[config.mk]
export PLATFORM = sky130hd
export DESIGN_NAME = delta_list_alarm_queue
export DESIGN_NICKNAME = d
export VERILOG_FILES = /design/src/rtl/core/alq_pkg.sv /design/src/rtl/core/alq_mem.sv /design/src/rtl/core/alq_flags.sv /design/src/rtl/core/alq_ctrl.sv /design/src/rtl/core/delta_list_alarm_queue.sv
export SDC_FILE = /design/constraint.sdc
export NUM_CORES = 1
export LEC_CHECK = 0
export ABC_AREA = 1
export BUFFER_PORTS_ARGS = -buffer_cell sky130_fd_sc_hd__buf_2
export CAP_MARGIN = 20
export CORE_AREA = 2 2 234 178
export CTS_CLUSTER_DIAMETER = 150
export CTS_CLUSTER_SIZE = 16
export DETAILED_ROUTE_END_ITERATION = 8
export DIE_AREA = 0 0 236 180
export PLACE_DENSITY_LB_ADDON = 0.3
export SYNTH_ARGS = -nofsm -noshare
export SYNTH_HDL_FRONTEND = slang
export SYNTH_SLANG_ARGS = --single-unit
[constraint.sdc]
create_clock -name clk -period 5.3 [get_ports clk]
set_input_delay 0.265 -clock clk [delete_from_list [all_inputs] [get_ports clk]]
set_output_delay 0.265 -clock clk [all_outputs]
set_load 0.01 [all_outputs]
[src/rtl/core/alq_pkg.sv]
// Shared types and constants for the delta-list alarm queue.
// No dependencies; imported by alq_flags, alq_ctrl and the top level.
package alq_pkg;

  // Width of a stored delta (signed, relative to the previous entry)
  localparam int DELTA_W  = 18;
  // Result handle width and free-slot scan group width
  localparam int HANDLE_W = 4;
  localparam int SCAN_W   = 16;
  localparam int SCAN_IW  = 4;

  // Input operation codes
  typedef enum logic [1:0] {
    OP_SET      = 2'd0,
    OP_CANCEL   = 2'd1,
    OP_TICK     = 2'd2,
    OP_RESERVED = 2'd3
  } op_t;

  // Result status codes
  typedef enum logic [2:0] {
    ST_SET_DONE    = 3'd0,
    ST_FULL        = 3'd1,
    ST_CANCEL_DONE = 3'd2,
    ST_FIRED       = 3'd3,
    ST_EXP_CANCEL  = 3'd4,
    ST_TICK_IDLE   = 3'd5
  } status_t;

  // Sequencer states
  typedef enum logic [3:0] {
    S_IDLE,
    S_FIND,
    S_WALK,
    S_WR_PREV,
    S_WR_NEW,
    S_CANCEL,
    S_TICK,
    S_T_HEAD,
    S_T_NEXT,
    S_LAST
  } state_t;

  // Slot flag update requested by the sequencer
  typedef struct packed {
    logic alloc;
    logic drop;
    logic mark;
  } flag_cmd_t;

endpackage

[src/rtl/core/alq_mem.sv]
// Entry memory of the alarm queue: one write port, one registered read port.
// Each entry holds a delta and a successor index. No package dependency.
module alq_mem #(
  parameter int DEPTH = 16,
  parameter int AW    = 4,
  parameter int DW    = 22
) (
  input  logic          clk,
  input  logic          we,
  input  logic [AW-1:0] waddr,
  input  logic [DW-1:0] wdata,
  input  logic          re,
  input  logic [AW-1:0] raddr,
  output logic [DW-1:0] rdata
);

  logic [DW-1:0] mem_r [DEPTH];

  // Write port
  always_ff @(posedge clk) begin
    if (we) begin
      mem_r[waddr] <= wdata;
    end
  end

  // Read port, data held until the next read
  always_ff @(posedge clk) begin
    if (re) begin
      rdata <= mem_r[raddr];
    end
  end

endmodule

[src/rtl/core/alq_flags.sv]
// Per-slot busy and cancel flags with a grouped lowest-free-slot search.
// Depends on alq_pkg for the flag command struct and scan constants.
module alq_flags
  import alq_pkg::*;
#(
  parameter int SLOTS = 16,
  parameter int IW    = 4,
  parameter int GW    = 1
) (
  input  logic               clk,
  input  logic               rst_n,
  input  flag_cmd_t          cmd,
  input  logic [IW-1:0]      cmd_idx,
  input  logic [IW-1:0]      q_idx,
  output logic               q_cancelled,
  input  logic [GW-1:0]      grp_idx,
  output logic               grp_free,
  output logic [SCAN_IW-1:0] grp_pos
);

  localparam int NGRP = (SLOTS + SCAN_W - 1) / SCAN_W;

  logic [SLOTS-1:0]       busy_r;
  logic [SLOTS-1:0]       canc_r;
  logic [NGRP*SCAN_W-1:0] busy_pad;
  logic [SCAN_W-1:0]      grp;

  // Update flags: allocate, drop on expiry, mark a busy slot as cancelled
  always_ff @(posedge clk) begin
    if (!rst_n) begin
      busy_r <= '0;
      canc_r <= '0;
    end else if (cmd.alloc) begin
      busy_r[cmd_idx] <= 1'b1;
      canc_r[cmd_idx] <= 1'b0;
    end else if (cmd.drop) begin
      busy_r[cmd_idx] <= 1'b0;
      canc_r[cmd_idx] <= 1'b0;
    end else if (cmd.mark && busy_r[cmd_idx]) begin
      canc_r[cmd_idx] <= 1'b1;
    end
  end

  assign q_cancelled = canc_r[q_idx];

  // Pad beyond the table as busy so the search never lands there
  always_comb begin
    busy_pad            = '1;
    busy_pad[SLOTS-1:0] = busy_r;
  end

  assign grp      = busy_pad[grp_idx*SCAN_W +: SCAN_W];
  assign grp_free = ~&grp;

  // Lowest free position within the selected group
  always_comb begin
    grp_pos = '0;
    for (int i = SCAN_W - 1; i >= 0; i--) begin
      if (!grp[i]) begin
        grp_pos = SCAN_IW'(i);
      end
    end
  end

endmodule

[src/rtl/core/alq_ctrl.sv]
// Sequencer of the alarm queue: slot search, list walk, insertion, cancel,
// tick expiry and the result output register. Depends on alq_pkg.
module alq_ctrl
  import alq_pkg::*;
#(
  parameter int SLOTS    = 16,
  parameter int MAX_FIRE = 10,
  parameter int IW       = 4,
  parameter int GW       = 1
) (
  input  logic                  clk,
  input  logic                  rst_n,
  // input channel
  input  logic                  in_valid,
  output logic                  in_ready,
  input  logic [1:0]            in_operation,
  input  logic [15:0]           in_delay_ticks,
  input  logic [3:0]            in_target_slot,
  // result channel
  output logic                  out_valid,
  input  logic                  out_ready,
  output logic [2:0]            out_status,
  output logic [HANDLE_W-1:0]   out_slot_handle,
  output logic                  out_last_of_run,
  // entry memory
  output logic                  mem_we,
  output logic [IW-1:0]         mem_waddr,
  output logic [DELTA_W+IW-1:0] mem_wdata,
  output logic                  mem_re,
  output logic [IW-1:0]         mem_raddr,
  input  logic [DELTA_W+IW-1:0] mem_rdata,
  // slot flags
  output flag_cmd_t             flag_cmd,
  output logic [IW-1:0]         flag_idx,
  output logic [IW-1:0]         flag_q_idx,
  input  logic                  flag_q_cancelled,
  output logic [GW-1:0]         grp_idx,
  input  logic                  grp_free,
  input  logic [SCAN_IW-1:0]    grp_pos
);

  localparam int NGRP = (SLOTS + SCAN_W - 1) / SCAN_W;
  localparam int FW   = $clog2(MAX_FIRE + 1);

  state_t                      state_r, state_nxt;
  logic                        nonempty_r, nonempty_nxt;
  logic [IW-1:0]               head_r, head_nxt;
  logic [15:0]                 delay_r, delay_nxt;
  logic [3:0]                  tgt_r, tgt_nxt;
  logic [GW-1:0]               g_r, g_nxt;
  logic [IW-1:0]               cur_r, cur_nxt;
  logic [IW-1:0]               prev_r, prev_nxt;
  logic signed [DELTA_W-1:0]   prev_delta_r, prev_delta_nxt;
  logic                        have_prev_r, have_prev_nxt;
  logic signed [DELTA_W-1:0]   d_r, d_nxt;
  logic [IW-1:0]               new_r, new_nxt;
  logic [IW-1:0]               new_next_r, new_next_nxt;
  logic [FW-1:0]               n_r, n_nxt;
  logic [FW-1:0]               n1;
  logic [IW-1:0]               pend_slot_r, pend_slot_nxt;
  logic                        pend_canc_r, pend_canc_nxt;
  logic                        out_valid_r, out_valid_nxt;
  logic [2:0]                  out_status_r, out_status_nxt;
  logic [HANDLE_W-1:0]         out_handle_r, out_handle_nxt;
  logic                        out_last_r, out_last_nxt;

  logic signed [DELTA_W-1:0]   e_delta;
  logic [IW-1:0]               e_next;
  logic signed [DELTA_W-1:0]   dec;
  logic                        e_le0;
  logic                        out_free;
  logic                        tgt_ok;
  logic [IW-1:0]               found_slot;
  logic                        emit_req;
  status_t                     emit_status;
  logic [HANDLE_W-1:0]         emit_handle;
  logic                        emit_last;

  assign e_delta    = mem_rdata[IW +: DELTA_W];
  assign e_next     = mem_rdata[IW-1:0];
  assign dec        = e_delta - DELTA_W'(1);
  assign e_le0      = e_delta[DELTA_W-1] || (e_delta == '0);
  assign out_free   = !out_valid_r || out_ready;
  assign tgt_ok     = (32'(tgt_r) < SLOTS);
  assign found_slot = IW'({g_r, grp_pos});
  assign n1         = n_r + 1'b1;
  assign in_ready   = (state_r == S_IDLE);
  assign grp_idx    = g_r;
  assign flag_q_idx = cur_r;

  // Next state, memory and flag requests, result emission
  always_comb begin
    state_nxt      = state_r;
    nonempty_nxt   = nonempty_r;
    head_nxt       = head_r;
    delay_nxt      = delay_r;
    tgt_nxt        = tgt_r;
    g_nxt          = g_r;
    cur_nxt        = cur_r;
    prev_nxt       = prev_r;
    prev_delta_nxt = prev_delta_r;
    have_prev_nxt  = have_prev_r;
    d_nxt          = d_r;
    new_nxt        = new_r;
    new_next_nxt   = new_next_r;
    n_nxt          = n_r;
    pend_slot_nxt  = pend_slot_r;
    pend_canc_nxt  = pend_canc_r;
    mem_we         = 1'b0;
    mem_waddr      = cur_r;
    mem_wdata      = {e_delta, e_next};
    mem_re         = 1'b0;
    mem_raddr      = head_r;
    flag_cmd       = '0;
    flag_idx       = cur_r;
    emit_req       = 1'b0;
    emit_status    = ST_TICK_IDLE;
    emit_handle    = '0;
    emit_last      = 1'b1;

    unique case (state_r)
      S_IDLE: begin
        if (in_valid) begin
          delay_nxt = in_delay_ticks;
          tgt_nxt   = in_target_slot;
          unique case (op_t'(in_operation))
            OP_SET: begin
              g_nxt     = '0;
              state_nxt = S_FIND;
            end
            OP_CANCEL: state_nxt = S_CANCEL;
            OP_TICK:   state_nxt = S_TICK;
            default:   state_nxt = S_IDLE;
          endcase
        end
      end

      // Search the busy flags one group a cycle
      S_FIND: begin
        if (grp_free) begin
          flag_cmd.alloc = 1'b1;
          flag_idx       = found_slot;
          new_nxt        = found_slot;
          new_next_nxt   = found_slot;
          d_nxt          = DELTA_W'(delay_r);
          have_prev_nxt  = 1'b0;
          if (nonempty_r) begin
            mem_re    = 1'b1;
            mem_raddr = head_r;
            cur_nxt   = head_r;
            state_nxt = S_WALK;
          end else begin
            state_nxt = S_WR_NEW;
          end
        end else if (g_r == GW'(NGRP - 1)) begin
          emit_req    = 1'b1;
          emit_status = ST_FULL;
          if (out_free) begin
            state_nxt = S_IDLE;
          end
        end else begin
          g_nxt = g_r + 1'b1;
        end
      end

      // Walk the list, subtracting earlier deltas
      S_WALK: begin
        if (e_delta <= d_r) begin
          d_nxt          = d_r - e_delta;
          prev_nxt       = cur_r;
          prev_delta_nxt = e_delta;
          have_prev_nxt  = 1'b1;
          if (e_next == cur_r) begin
            mem_we       = 1'b1;
            mem_waddr    = cur_r;
            mem_wdata    = {e_delta, new_r};
            new_next_nxt = new_r;
            state_nxt    = S_WR_NEW;
          end else begin
            mem_re    = 1'b1;
            mem_raddr = e_next;
            cur_nxt   = e_next;
          end
        end else begin
          mem_we       = 1'b1;
          mem_waddr    = cur_r;
          mem_wdata    = {DELTA_W'(e_delta - d_r), e_next};
          new_next_nxt = cur_r;
          state_nxt    = have_prev_r ? S_WR_PREV : S_WR_NEW;
        end
      end

      // Link the predecessor to the new entry
      S_WR_PREV: begin
        mem_we    = 1'b1;
        mem_waddr = prev_r;
        mem_wdata = {prev_delta_r, new_r};
        state_nxt = S_WR_NEW;
      end

      // Write the new entry and answer the set
      S_WR_NEW: begin
        emit_req    = 1'b1;
        emit_status = ST_SET_DONE;
        emit_handle = HANDLE_W'(new_r);
        if (out_free) begin
          mem_we       = 1'b1;
          mem_waddr    = new_r;
          mem_wdata    = {d_r, new_next_r};
          nonempty_nxt = 1'b1;
          if (!have_prev_r) begin
            head_nxt = new_r;
          end
          state_nxt = S_IDLE;
        end
      end

      S_CANCEL: begin
        emit_req    = 1'b1;
        emit_status = ST_CANCEL_DONE;
        emit_handle = tgt_r;
        if (out_free) begin
          flag_cmd.mark = tgt_ok;
          flag_idx      = IW'(tgt_r);
          state_nxt     = S_IDLE;
        end
      end

      // Fetch the head, or answer idle on an empty list
      S_TICK: begin
        if (nonempty_r) begin
          mem_re    = 1'b1;
          mem_raddr = head_r;
          cur_nxt   = head_r;
          n_nxt     = '0;
          state_nxt = S_T_HEAD;
        end else begin
          emit_req    = 1'b1;
          emit_status = ST_TICK_IDLE;
          if (out_free) begin
            state_nxt = S_IDLE;
          end
        end
      end

      // Decrement the head; write it back or pop it
      S_T_HEAD: begin
        if (!dec[DELTA_W-1] && (dec != '0)) begin
          emit_req    = 1'b1;
          emit_status = ST_TICK_IDLE;
          if (out_free) begin
            mem_we    = 1'b1;
            mem_waddr = cur_r;
            mem_wdata = {dec, e_next};
            state_nxt = S_IDLE;
          end
        end else begin
          flag_cmd.drop = 1'b1;
          pend_slot_nxt = cur_r;
          pend_canc_nxt = flag_q_cancelled;
          if (e_next == cur_r) begin
            nonempty_nxt = 1'b0;
            state_nxt    = S_LAST;
          end else begin
            head_nxt = e_next;
            if (n1 == FW'(MAX_FIRE)) begin
              state_nxt = S_LAST;
            end else begin
              mem_re    = 1'b1;
              mem_raddr = e_next;
              cur_nxt   = e_next;
              n_nxt     = n1;
              state_nxt = S_T_NEXT;
            end
          end
        end
      end

      // Emit the held expiry; pop the next entry if it is due too
      S_T_NEXT: begin
        emit_req    = 1'b1;
        emit_status = pend_canc_r ? ST_EXP_CANCEL : ST_FIRED;
        emit_handle = HANDLE_W'(pend_slot_r);
        emit_last   = !e_le0;
        if (out_free) begin
          if (e_le0) begin
            flag_cmd.drop = 1'b1;
            pend_slot_nxt = cur_r;
            pend_canc_nxt = flag_q_cancelled;
            if (e_next == cur_r) begin
              nonempty_nxt = 1'b0;
              state_nxt    = S_LAST;
            end else begin
              head_nxt = e_next;
              if (n1 == FW'(MAX_FIRE)) begin
                state_nxt = S_LAST;
              end else begin
                mem_re    = 1'b1;
                mem_raddr = e_next;
                cur_nxt   = e_next;
                n_nxt     = n1;
              end
            end
          end else begin
            state_nxt = S_IDLE;
          end
        end
      end

      S_LAST: begin
        emit_req    = 1'b1;
        emit_status = pend_canc_r ? ST_EXP_CANCEL : ST_FIRED;
        emit_handle = HANDLE_W'(pend_slot_r);
        if (out_free) begin
          state_nxt = S_IDLE;
        end
      end

      default: state_nxt = S_IDLE;
    endcase

    // Output register: drop a taken word, load a new one
    out_valid_nxt  = out_valid_r && !out_ready;
    out_status_nxt = out_status_r;
    out_handle_nxt = out_handle_r;
    out_last_nxt   = out_last_r;
    if (emit_req && out_free) begin
      out_valid_nxt  = 1'b1;
      out_status_nxt = emit_status;
      out_handle_nxt = emit_handle;
      out_last_nxt   = emit_last;
    end
  end

  // Control registers
  always_ff @(posedge clk) begin
    if (!rst_n) begin
      state_r     <= S_IDLE;
      nonempty_r  <= 1'b0;
      head_r      <= '0;
      out_valid_r <= 1'b0;
    end else begin
      state_r     <= state_nxt;
      nonempty_r  <= nonempty_nxt;
      head_r      <= head_nxt;
      out_valid_r <= out_valid_nxt;
    end
  end

  // Working and payload registers
  always_ff @(posedge clk) begin
    delay_r      <= delay_nxt;
    tgt_r        <= tgt_nxt;
    g_r          <= g_nxt;
    cur_r        <= cur_nxt;
    prev_r       <= prev_nxt;
    prev_delta_r <= prev_delta_nxt;
    have_prev_r  <= have_prev_nxt;
    d_r          <= d_nxt;
    new_r        <= new_nxt;
    new_next_r   <= new_next_nxt;
    n_r          <= n_nxt;
    pend_slot_r  <= pend_slot_nxt;
    pend_canc_r  <= pend_canc_nxt;
    out_status_r <= out_status_nxt;
    out_handle_r <= out_handle_nxt;
    out_last_r   <= out_last_nxt;
  end

  assign out_valid       = out_valid_r;
  assign out_status      = out_status_r;
  assign out_slot_handle = out_handle_r;
  assign out_last_of_run = out_last_r;

`ifndef SYNTHESIS
  // The single memory port pair is never written and read in one cycle
  a_no_rw_overlap: assert property (@(posedge clk) disable iff (!rst_n)
    !(mem_we && mem_re))
    else $error("entry memory written and read in the same cycle");

  // The pop count stays below the limit while more expiries are checked
  a_fire_bound: assert property (@(posedge clk) disable iff (!rst_n)
    (state_r == S_T_NEXT) |-> (n_r < FW'(MAX_FIRE)))
    else $error("expiry count reached its limit without stopping");

  // Only expiry words may continue a run
  a_last_flag: assert property (@(posedge clk) disable iff (!rst_n)
    (out_valid_r && !out_last_r) |->
      (out_status_r == ST_FIRED || out_status_r == ST_EXP_CANCEL))
    else $error("non-expiry word without end of run");

  // The list only empties by popping its tail
  a_empty_on_pop: assert property (@(posedge clk) disable iff (!rst_n)
    $fell(nonempty_r) |->
      ($past(state_r) == S_T_HEAD || $past(state_r) == S_T_NEXT))
    else $error("list emptied outside of expiry");

  // A valid operation always starts work
  a_op_starts: assert property (@(posedge clk) disable iff (!rst_n)
    (in_valid && in_ready && in_operation != OP_RESERVED) |=> (state_r != S_IDLE))
    else $error("accepted operation left the sequencer idle");
`endif

endmodule

[src/rtl/core/delta_list_alarm_queue.sv]
// Top level of the delta-list alarm queue: sequencer, slot flags and entry
// memory. Depends on alq_pkg, alq_mem, alq_flags and alq_ctrl.
//
//   channel | ports                                           | direction
//   input   | in_valid/in_ready, in_operation, in_delay_ticks,| in
//           | in_target_slot                                  |
//   result  | out_valid/out_ready, out_status,                | out
//           | out_slot_handle, out_last_of_run                |
//
// One item at a time, accepted only in idle. Set: a free-slot search in
// groups of 16 slots, a walk over the list entries, then writes of the
// changed and new entries. Tick: an idle answer on an empty list, else a
// head fetch and one result per expiry. A full output register stalls the
// sequencer in place; a new item is taken while the last result still waits.
// Synchronous reset clears the flags, the list head and the output register.
module delta_list_alarm_queue
  import alq_pkg::*;
#(
  parameter int SLOTS    = 16,
  parameter int MAX_FIRE = 10
) (
  input  logic                clk,
  input  logic                rst_n,
  input  logic                in_valid,
  output logic                in_ready,
  input  logic [1:0]          in_operation,
  input  logic [15:0]         in_delay_ticks,
  input  logic [3:0]          in_target_slot,
  output logic                out_valid,
  input  logic                out_ready,
  output logic [2:0]          out_status,
  output logic [HANDLE_W-1:0] out_slot_handle,
  output logic                out_last_of_run
);

  localparam int IW   = $clog2(SLOTS);
  localparam int NGRP = (SLOTS + SCAN_W - 1) / SCAN_W;
  localparam int GW   = (NGRP > 1) ? $clog2(NGRP) : 1;
  localparam int EW   = DELTA_W + IW;

  logic               mem_we;
  logic [IW-1:0]      mem_waddr;
  logic [EW-1:0]      mem_wdata;
  logic               mem_re;
  logic [IW-1:0]      mem_raddr;
  logic [EW-1:0]      mem_rdata;
  flag_cmd_t          flag_cmd;
  logic [IW-1:0]      flag_idx;
  logic [IW-1:0]      flag_q_idx;
  logic               flag_q_cancelled;
  logic [GW-1:0]      grp_idx;
  logic               grp_free;
  logic [SCAN_IW-1:0] grp_pos;

  // Sequencer and output register
  alq_ctrl #(
    .SLOTS    (SLOTS),
    .MAX_FIRE (MAX_FIRE),
    .IW       (IW),
    .GW       (GW)
  ) u_ctrl (
    .clk              (clk),
    .rst_n            (rst_n),
    .in_valid         (in_valid),
    .in_ready         (in_ready),
    .in_operation     (in_operation),
    .in_delay_ticks   (in_delay_ticks),
    .in_target_slot   (in_target_slot),
    .out_valid        (out_valid),
    .out_ready        (out_ready),
    .out_status       (out_status),
    .out_slot_handle  (out_slot_handle),
    .out_last_of_run  (out_last_of_run),
    .mem_we           (mem_we),
    .mem_waddr        (mem_waddr),
    .mem_wdata        (mem_wdata),
    .mem_re           (mem_re),
    .mem_raddr        (mem_raddr),
    .mem_rdata        (mem_rdata),
    .flag_cmd         (flag_cmd),
    .flag_idx         (flag_idx),
    .flag_q_idx       (flag_q_idx),
    .flag_q_cancelled (flag_q_cancelled),
    .grp_idx          (grp_idx),
    .grp_free         (grp_free),
    .grp_pos          (grp_pos)
  );

  // Busy and cancel flags
  alq_flags #(
    .SLOTS (SLOTS),
    .IW    (IW),
    .GW    (GW)
  ) u_flags (
    .clk         (clk),
    .rst_n       (rst_n),
    .cmd         (flag_cmd),
    .cmd_idx     (flag_idx),
    .q_idx       (flag_q_idx),
    .q_cancelled (flag_q_cancelled),
    .grp_idx     (grp_idx),
    .grp_free    (grp_free),
    .grp_pos     (grp_pos)
  );

  // Delta and successor store
  alq_mem #(
    .DEPTH (SLOTS),
    .AW    (IW),
    .DW    (EW)
  ) u_mem (
    .clk   (clk),
    .we    (mem_we),
    .waddr (mem_waddr),
    .wdata (mem_wdata),
    .re    (mem_re),
    .raddr (mem_raddr),
    .rdata (mem_rdata)
  );

endmodule

# == Yosys cells after proc, flatten, opt, wreduce, memory -nomap -nowiden ==
# Memory sizes are Yosys's and may differ from the RTL's. A register that Yosys moved wholly into a read port is not among the register bits.
# Cells that the tools add are included.
# op_classes
add_sub_neg,5
magnitude_cmp,4
n_eq_ne,28
shift,1
mux,151
bitwise,6
reduce_logical,39
# ops
cell,count
4-bit 2-to-1 mux,66
22-bit 2-to-1 mux,4
22-bit one-hot mux with 4 select lines,1
16-bit 2-to-1 mux,5
4-bit one-hot mux with 3 select lines,4
1-bit 2-to-1 mux,44
18-bit 2-to-1 mux,2
18-bit one-hot mux with 2 select lines,1
18-bit subtractor,2
16-bit bitwise AND,2
16-bit OR,2
4-bit one-hot mux with 2 select lines,4
4-bit one-hot mux with 8 select lines,1
4-bit one-hot mux with 5 select lines,1
18-bit less-or-equal comparator,1
18-bit logical NOT,1
18-bit nonzero test,1
"18-bit by 2-bit subtractor with 18-bit output, second input constant",1
"4-bit by 3-bit equality test with 1-bit output, second input constant",4
16-bit inverter,1
16-bit AND reduction,1
16-bit by 6-bit indexed part select with 16-bit output,1
3-bit 2-to-1 mux,5
5-bit AND reduction,3
other kinds (39),76
# totals
ff_bits,133
mem_bits_rw,352
in_bits,26
out_inout_bits,10
elab_cells,257
n_memories,1
# memory_table
name,depth,width,read_ports,rd_ports_with_merged_regs,wr,line,text
u_mem.mem_r,16,22,1,1,1,alq_mem.sv:17,logic [DW-1:0] mem_r [DEPTH];

# == Depth between registers and ports, before layout ==
# Gate-level depths: netlist (run 1).
# depth
depth_word,27
mapped_depth,29
ltp_nobuf,27

# == Hierarchy ==
# A second synthesis (run 1) with hierarchy kept.
# hier_totals
hier_cells,2990
hier_area_um2,26382.8
# modules_own_cells
module,n_inst,cells_per_inst,area_each_um2,seq_area_each_um2
alq_mem,1,1466,15870.2,11230.8
alq_ctrl,1,1136,8371.8,2902.8
alq_flags,1,388,2140.8,640.6

# == Least setup slack after synthesis (run 1) ==
# No wires, ideal clock.
# synth_path
path_kind,register -> register
start,register u_mem.rdata[14] (read register of u_mem.mem_r)
end,"memory u_mem.mem_r[0][11], data pin"
setup_ps,330
arrival_time_ps,4391
t_required_ps,4970
slack_ps,578
stages_incl_launch_ff,17
n_path_buf,2
synth_period_minus_slack_ps,4722
path_cell_list,edfxtp_1 -> inv_1 -> ha_1 -> clkbuf_1 -> nand2_1 -> nor2_1 -> inv_1 -> nor2_1 -> a32oi_1 -> nand2_1 -> inv_1 -> nor2_1 -> inv_1 -> o211ai_1 -> nor2_1 -> clkbuf_1 -> o21ai_0
# synth_via
elab_chain_cells,5
elab_cells_between_ends,8
classes_between,add/sub: 1; order compare: 1; mux: 3; reduce/logical: 3
# synth_lines
item,line,text
from (decl),alq_mem.sv:14,output logic [DW-1:0] rdata
18-bit by 2-bit subtractor with 18-bit output,alq_ctrl.sv:81,assign dec = e_delta - DELTA_W'(1);
18-bit nonzero test or 1-bit logical NOT (tied branches),alq_ctrl.sv:248,if (!dec[DELTA_W-1] && (dec != '0)) begin
1-bit logical AND,alq_ctrl.sv:248,
22-bit 2-to-1 mux,alq_ctrl.sv:248,
22-bit one-hot mux with 4 select lines (*),alq_ctrl.sv:121,unique case (state_r)
named net mem_wdata[11],delta_list_alarm_queue.sv:43,logic [EW-1:0] mem_wdata;
to (decl),alq_mem.sv:17,
# Mark *: on every way through the listed nets, which the timed path passes. The rest lies on a longest branch.

# == Worst setup path in the final report (run 1) ==
# layout_path
start,register u_mem.rdata[5] (read register of u_mem.mem_r)
end,"memory u_mem.mem_r[4][15], enable pin"
# layout_via
elab_chain_cells,7
elab_cells_between_ends,10
classes_between,add/sub: 1; order compare: 1; mux: 5; reduce/logical: 3
# layout_lines
item,line,text
18-bit by 2-bit subtractor with 18-bit output,alq_ctrl.sv:81,
18-bit nonzero test or 1-bit logical NOT (tied branches),alq_ctrl.sv:248,
1-bit logical AND,alq_ctrl.sv:248,
1-bit 2-to-1 mux,alq_ctrl.sv:248,
1-bit one-hot mux with 4 select lines (*),alq_ctrl.sv:121,
1-bit 2-to-1 mux (*),alq_mem.sv:21,if (we) begin
1-bit 2-to-1 mux (implied by the code) (*),alq_mem.sv:22,mem_r[waddr] <= wdata;
# Every way passes the cells marked *; elsewhere a longest branch is shown, timed or not.

==> results of run 1 <==
## flip-flops by register name (all words and copies together), names as in the netlist, named ones only
signal	cells
u_ctrl.new_r	4
u_ctrl.pend_slot_r	4
u_ctrl.tgt_r	4
u_ctrl.d_r	18
u_ctrl.have_prev_r	1
u_ctrl.out_last_of_run	1
u_ctrl.head_r	4
u_ctrl.pend_canc_r	1
u_ctrl.out_slot_handle	4
u_ctrl.out_valid	1
u_mem.mem_r	352
u_ctrl.delay_r	16
u_ctrl.n_r	4
u_mem.rdata	22
u_ctrl.out_status	3
u_ctrl.prev_delta_r	18
u_ctrl.new_next_r	4
u_ctrl.flag_q_idx	4
u_ctrl.state_r	4
u_ctrl.nonempty_r	1
u_ctrl.prev_r	4
## placed cells by master, fill, tap and decap left out, drive strengths merged
| master | synthesis | routed |
|---|---|---|
| a2111oi | 5 | 5 |
| nand3 | 278 | 278 |
| clkinv | 5 | 8 |
| o221ai | 9 | 9 |
| o21ai | 116 | 116 |
| o21bai | 2 | 2 |
| or2 | 5 | 5 |
| a211oi | 13 | 13 |
| a21o | 4 | 4 |
| o22ai | 7 | 7 |
| a32oi | 2 | 2 |
| nand2 | 694 | 694 |
| a211o | 1 | 1 |
| dlygate4sd3 | 0 | 20 |
| xor2 | 33 | 33 |
| edfxtp | 464 | 464 |
| a21oi | 111 | 111 |
| nor3 | 17 | 17 |
| o2111ai | 9 | 9 |
| nand3b | 1 | 1 |
| ha | 43 | 43 |
| clkbuf | 55 | 48 |
| o21a | 1 | 1 |
| a221o | 1 | 1 |
| xnor2 | 7 | 7 |
| a221oi | 16 | 16 |
| inv | 289 | 290 |
| a21boi | 1 | 1 |
| dfxtp | 42 | 42 |
| a22oi | 10 | 10 |
| buf | 63 | 105 |
| nor4 | 2 | 2 |
| nor2 | 176 | 176 |
| fa | 2 | 2 |
| nand4 | 20 | 20 |
| o311ai | 1 | 1 |
| a31oi | 7 | 7 |
| o211ai | 102 | 102 |
## critical path, delay by kind of cell (launching register included)
family                     cells  cell delay [ns]
buffers and inverters          3             0.58
adders and majority gates      1             0.32
DFF                            1             0.59
xor gates and xnor gates       1             0.16
and+or+nand+nor               11             2.93
## per-stage QoR
stage	util	hold slack, ns
after floorplan	-	0.3639
after global placement	0.6468	0.4412
after detailed placement	0.6468	0.4431
after CTS	0.6777	0.1128
after global routing	0.6784	0.1451
final	0.6784	0.1253
## routing by layer
| layer | vias to the layer above | routed length [um] |
|---|---|---|
| met5 | - | 0 |
| met4 | 0 | 1985 |
| met3 | 162 | 7514 |
| met2 | 1173 | 30670 |
| met1 | 9355 | 28750 |
| li1 | 9085 | - |
## kinds of logic (layout without fill, tap and decap cells)
logic type      after synthesis  after routing  share of synthesized area
simple gates               1193           1193                     0.1995
fa+ha+maj                    45             45                    0.02306
buf+inv                     412            471                    0.06897
xor+xnor                     40             40                    0.01397
flops                       506            506                     0.5893
compound gates              418            418                     0.1052
## power by group through the flow
stage          combinational, mW  clock [mW]  sequential [mW]
5_1_grt                     2.26        2.83             4.75
2_1_floorplan               1.36           0             4.81
4_1_cts                     2.03        2.70             4.74
3_5_place_dp                2.00           0             4.83
3_3_place_gp                1.97           0             4.83
6_report                    2.08        2.67             4.74
## final cells by class
type / count / share of cell area
Sequential cell: 506 / 0.5407
Multi-Input combinational cell: 1696 / 0.3174
Inverter: 294 / 0.04039
Timing Repair Buffer: 125 / 0.03920
Clock buffer: 48 / 0.03540
Tap cell: 528 / 0.02418
Clock inverter: 4 / 0.002748
## path summary, 6_finish.rpt
kind	to	slack, ns	cells past startpoint
setup / recovery	u_mem.mem_r[4][15]	0.40	16
hold / removal	register	0.13	3
setup reg to reg	u_mem.mem_r[4][15]	0.40	16
hold reg to reg	register	0.50	2
==> out/results.tsv, run 1 <==
stage	metric	value	unit
status	status	finished clean	
final_layout	FF+latch area	14770	sq um
critical_path	Critical Path RT	5.57	ns
routing	drc violations	0	
critical_path	WP data arrival	5.18	ns
placed_design	IO Port Bufs	35	
sta	Least-Margin Pin Slew	1.209	ns
clock_tree	CTS tree	built	
synthesis	yosys warns	0	
floorplanning	DIE WIDTH	236	um
critical_path	CP cell instances	inv_1 > ha_1 > nand4_2 > nor3_2 > nand2_1 > xor2_1 > inv_1 > nor2_1 > nand3_2 > nand2_4 > nor2_1 > nand2_1 > nand4_1 > nand3_1 > nor2_2 > buf_12	
power	leakage	10.66	nW
sta	count of final setup violators	0	
synthesis	post-synthesis register bit count	506	
sta	setup_tns	0	ns
critical_path	slowest CP cell	nor2_2	
placed_design	placed cell count	3128	
routing	vias	19780	
sta	Slew Limit Headroom	0.1941	
global_route	largest net degree at the start of global routing	89	
final_layout	Multi-input gate area	8672	sq um
synthesis	Synth top area share	0.5558	
synthesis	Post-Syn Area	25070	sq um
final_layout	final cell count without fillers	3201	
synthesis	Mapped Cells	2614	
critical_path	startpoint types	register	
synthesis	post-synth top area cell	edfxtp_1	
global_route	most crowded layer after global routing	met2	
clock_tree	clk sinks	506	
clock_tree	Clk Latency, worst-skew pair	0.58	ns
sta	Max Slew Vio Count	0	
sta	fin crit period	4.902	ns
floorplanning	IO Count	36	
synthesis	syn_nets	2685	
floorplanning	Rows	64	
floorplanning	Die Ht	180	um
sta	fin worst setup slack	0.3979	ns
clock_tree	post_cts resized	0	
clock_tree	register clock-pin slew on the reported worst setup and hold paths	0.08	ns
power	overall power	9.492	mW
critical_path	Critical Path Start	u_mem.rdata[5]	
placed_design	pre-CTS WS	0.5027	ns
sta	fmax	204.0	MHz
synthesis	top cells by area, synth	edfxtp_1 56%, nand2_1 10%, nand3_1 5.5%, inv_1 4.2%, dfxtp_1 3.4%	
critical_path	Crit Path Class	register to register	
final_layout	Fillers	3073	
placed_design	gpl congestion	0.9884	
global_route	overflow left after global routing	0	
synthesis	Top FF cell, synth	edfxtp_1	
sta	clock skew	0.02819	ns
global_route	number of global-route vias before repair	18670	
global_route	Global Route Usage Sum	0.3230	
routing	wire per inst	21.53	um
sta	final-report hold violation count	0	
sta	RSZ-0062 raised after global routing	no	
floorplanning	Starting Density	0.6224	
placed_design	placed cell areas	26050	sq um
critical_path	slowest stage delay, CP	0.63	ns
global_route	GR Util met2	0.4955	
critical_path	CP Max Fanout	15	
synthesis	Seq/Total Area, Yosys	0.5893	
floorplanning	DIE AREA	42480	sq um
routing	Routed WL	68.92	mm
power	Pwr Density	347.4	nW/um^2
clock_tree	hold buffers post-CTS	20	
min_path	min-delay src	rst_n	
final_layout	area grow syn2layout	8.988	%
sta	Period Utilization, post-route	0.9249	
critical_path	Critical Path End Type	register	
power	Clock power frac	0.282	
flow_run	max-cap violation count	0	
routing	antenna-violating nets left	0	
power	Switching Share	0.3076	
final_layout	final instance area	27320	sq um
power	Worst VDD drop	0.3494	mV
final_layout	net total in the final layout	2731	
clock_tree	Setup Fix Bufs, Post-CTS	0	
synthesis	Avg Inst Size Synth	9.591	sq um
synthesis	Post-synth EDFFs	464	
final_layout	ANT cells	0	
synthesis	top-count cell post-synth	nand2_1	
synthesis	share of flip-flops with an asynchronous set or reset	0	
clock_tree	H-Tree Depth	2	
final_layout	layout cells sized above 1	0.07669	
power	combinational share of power	0.219	
critical_path	RR Startpoint	u_mem.rdata[5]	
placed_design	DP HPWL	43.94	mm
global_route	met3 Use GR	0.06158	
routing	drt pass-1 iters	6	
clock_tree	clk buf depth	3	
floorplanning	Core Box Area	40280	sq um
global_route	initial antenna violation count	0	
routing	initial detailed-routing violation count	2539	
power	switching power total	2.920	mW
min_path	worst min-delay path category	input pin to register	
power	Pint	6.573	mW
routing	via-per-instance ratio	6.178	
power	Flop pwr share	0.500	
clock_tree	CTS root buffer	clkbuf_16	
clock_tree	total CTS buffers	37	
synthesis	commonest cells in the netlist	691 x nand2_1, 464 x edfxtp_1, 280 x inv_1	
synthesis	Yosys cell types	55	
global_route	first-pass GRT wire length	106.6	mm
global_route	met1 Track Usage GR	0.4694	
No activity file was read; power rests on OpenSTA's default activity.
==> inputs of run 2 (changes only) <==
- CTS_BUF_LIST: not set -> sky130_fd_sc_hd__clkbuf_16
- PLACE_DENSITY: not set -> 0.79
- PLACE_DENSITY_LB_ADDON: 0.3 -> not set
==> run 2 against run 1 <==
  * Die area did not move
  * Sequential power barely moved
  * Register-to-register slack improved by 0.09 ns
  * Clock power barely moved
  * Combinational power barely moved
  * Critical path type unchanged
  * First-iteration DRC count fell by 9.0%
  * Flip-flop and latch count did not move
==> out/results.tsv, run 2 (synthesis gave the netlist of run 1 again) <==
stage	metric	value	unit
power	Pwr Density	346.4	nW/um^2
routing	drc violations	0	
min_path	worst min-delay path category	input pin to register	
clock_tree	Setup Fix Bufs, Post-CTS	0	
routing	Routed WL	69.06	mm
critical_path	Critical Path Start	u_mem.rdata[5]	
clock_tree	Clk Latency, worst-skew pair	0.57	ns
sta	final-report hold violation count	0	
routing	drt pass-1 iters	6	
critical_path	reg2reg end	u_mem.mem_r[15][12]	
placed_design	DP HPWL	44.14	mm
final_layout	area grow syn2layout	8.948	%
sta	fin crit period	4.813	ns
clock_tree	clk sinks	506	
clock_tree	clk buf depth	3	
final_layout	layout cells sized above 1	0.07810	
sta	Max Slew Vio Count	0	
critical_path	startpoint types	register	
floorplanning	IO Count	36	
flow_run	max-cap violation count	0	
power	leakage	10.72	nW
sta	fin worst setup slack	0.4874	ns
routing	via-per-instance ratio	6.147	
global_route	number of global-route vias before repair	18560	
critical_path	Worst R2R Setup Slack	0.49	ns
placed_design	IO Port Bufs	35	
floorplanning	DIE AREA	42480	sq um
clock_tree	CTS tree	built	
sta	setup_tns	0	ns
sta	fmax	207.8	MHz
critical_path	WP data arrival	5.09	ns
final_layout	max reg flops	352	
final_layout	most flop-heavy register	u_mem.mem_r	
clock_tree	total CTS buffers	37	
global_route	initial antenna violation count	0	
final_layout	ANT cells	0	
placed_design	pre-CTS WS	0.5481	ns
placed_design	gpl congestion	0.9540	
clock_tree	H-Tree Depth	2	
critical_path	Crit Path Class	register to register	
min_path	Worst Hold Endpoint	u_ctrl.tgt_r[0]	
global_route	Global Route Usage Sum	0.3252	
sta	Least-Margin Pin Slew	1.143	ns
routing	initial detailed-routing violation count	2310	
sta	Slew Limit Headroom	0.2380	
final_layout	commonest non-fill, non-tap cell in the layout	nand2_1	
global_route	largest net degree at the start of global routing	89	
clock_tree	register clock-pin slew on the reported worst setup and hold paths	0.08	ns
critical_path	Critical Path RT	5.57	ns
floorplanning	Rows	64	
routing	vias	19690	
min_path	min-delay src	in_valid	
floorplanning	Core Box Area	40280	sq um
routing	antenna-violating nets left	0	
floorplanning	DIE WIDTH	236	um
final_layout	most frequent cells in the layout	690 x nand2_1, 464 x edfxtp_1, 291 x inv_1, 276 x nand3_1, 152 x nor2_1	
critical_path	Critical Path End Type	register	
critical_path	CP Max Fanout	15	
critical_path	RR Startpoint	u_mem.rdata[5]	
min_path	depth of the worst hold-timing path	3	
global_route	first-pass GRT wire length	107.0	mm
power	Worst VDD drop	0.2983	mV
final_layout	net total in the final layout	2734	
floorplanning	Die Ht	180	um
final_layout	Top Registers	u_mem.mem_r: 352 flops, u_mem.rdata: 22 flops	
sta	clock skew	0.02644	ns
clock_tree	CTS root buffer	clkbuf_16	
floorplanning	Starting Density	0.6224	
routing	wire per inst	21.55	um
status	status	finished clean	
sta	RSZ-0062 raised after global routing	no	
critical_path	cells on worst reg2reg path	17	
sta	Period Utilization, post-route	0.9080	
global_route	overflow left after global routing	0	
sta	count of final setup violators	0	
run 2: changes by cell type in the layout (fill, tap and decap cells not counted):
cell,change
inv_1,+11
clkbuf_1,-11
buf_12,-3
a22oi_2,+1
a22oi_1,-1
buf_4,+6
run 2: power by group:
group | switching (mW) | leakage [nW] | internal (mW)
clock | 1.38 | 0.547 | 1.28
sequential | 0.0712 | 4.54 | 4.67
combinational | 1.46 | 5.62 | 0.602
run 2: through the flow:
stage | utilization | power, mW | hold WS (ns) | std cells | area [sq um]
finish | 0.6781 | 9.462 | 0.1300 | 3204 | 27310
global route | 0.6781 | 9.837 | 0.1272 | 3204 | 27310
CTS | 0.6773 | 9.445 | 0.1252 | 3203 | 27280
detailed placement | 0.6465 | 6.831 | 0.4431 | 3131 | 26040
global placement | 0.6465 | 6.777 | 0.4409 | 3131 | 26040
floorplan | - | 6.173 | 0.3639 | 2614 | 25070
run 2: critical path: stages (launching register included):
cell and delay [ns]:
edfxtp_1 0.58, inv_1 0.23, ha_1 0.31, nand4_2 0.25, nor2_1 0.26, nand3_1 0.14
xor2_1 0.21, nor2_1 0.08, nand2_1 0.09, nor2_2 0.05, nand3_2 0.10, nand2_4 0.09
nor2_1 0.29, nand2_1 0.43, nand4_1 0.36, nand3_1 0.20, nor2_2 0.57, buf_12 0.25
run 2: layer usage:
layer,GRT usage,share of wire,vias to the layer above
met3,0.05098,0.11,116
met1,0.4779,0.41,9391
met2,0.5061,0.45,1109
met5,0,0,-
li1,-,-,9078
met4,0.09325,0.024,0
run 2: area by class of cell:
type,count,area (sq um)
flip-flops and latches,506,14770
inverters,294,1104
repair buffers,128,1056
multi-input cells,1696,8677
well taps,528,660.6
clock inverters,15,116.4
clock buffers,37,925.9
fillers,3050,12960
run 2: worst max-delay path by stage:
stage	to	slack, ns	depth (start not counted)
floorplan	u_mem.mem_r[0][11]	0.58	16
global placement	u_mem.mem_r[15][15]	0.59	17
detailed placement	u_mem.mem_r[7][20]	0.55	16
CTS	u_mem.mem_r[8][20]	0.50	16
global route	u_mem.mem_r[15][12]	0.09	17
finish	u_mem.mem_r[15][12]	0.49	17
run 2: repair_timing:
action,CTS,global route
hold buffers,20,0
setup endpoints to repair,0,7
endpoints found under the hold margin,20,0
gates resized for setup,0,1
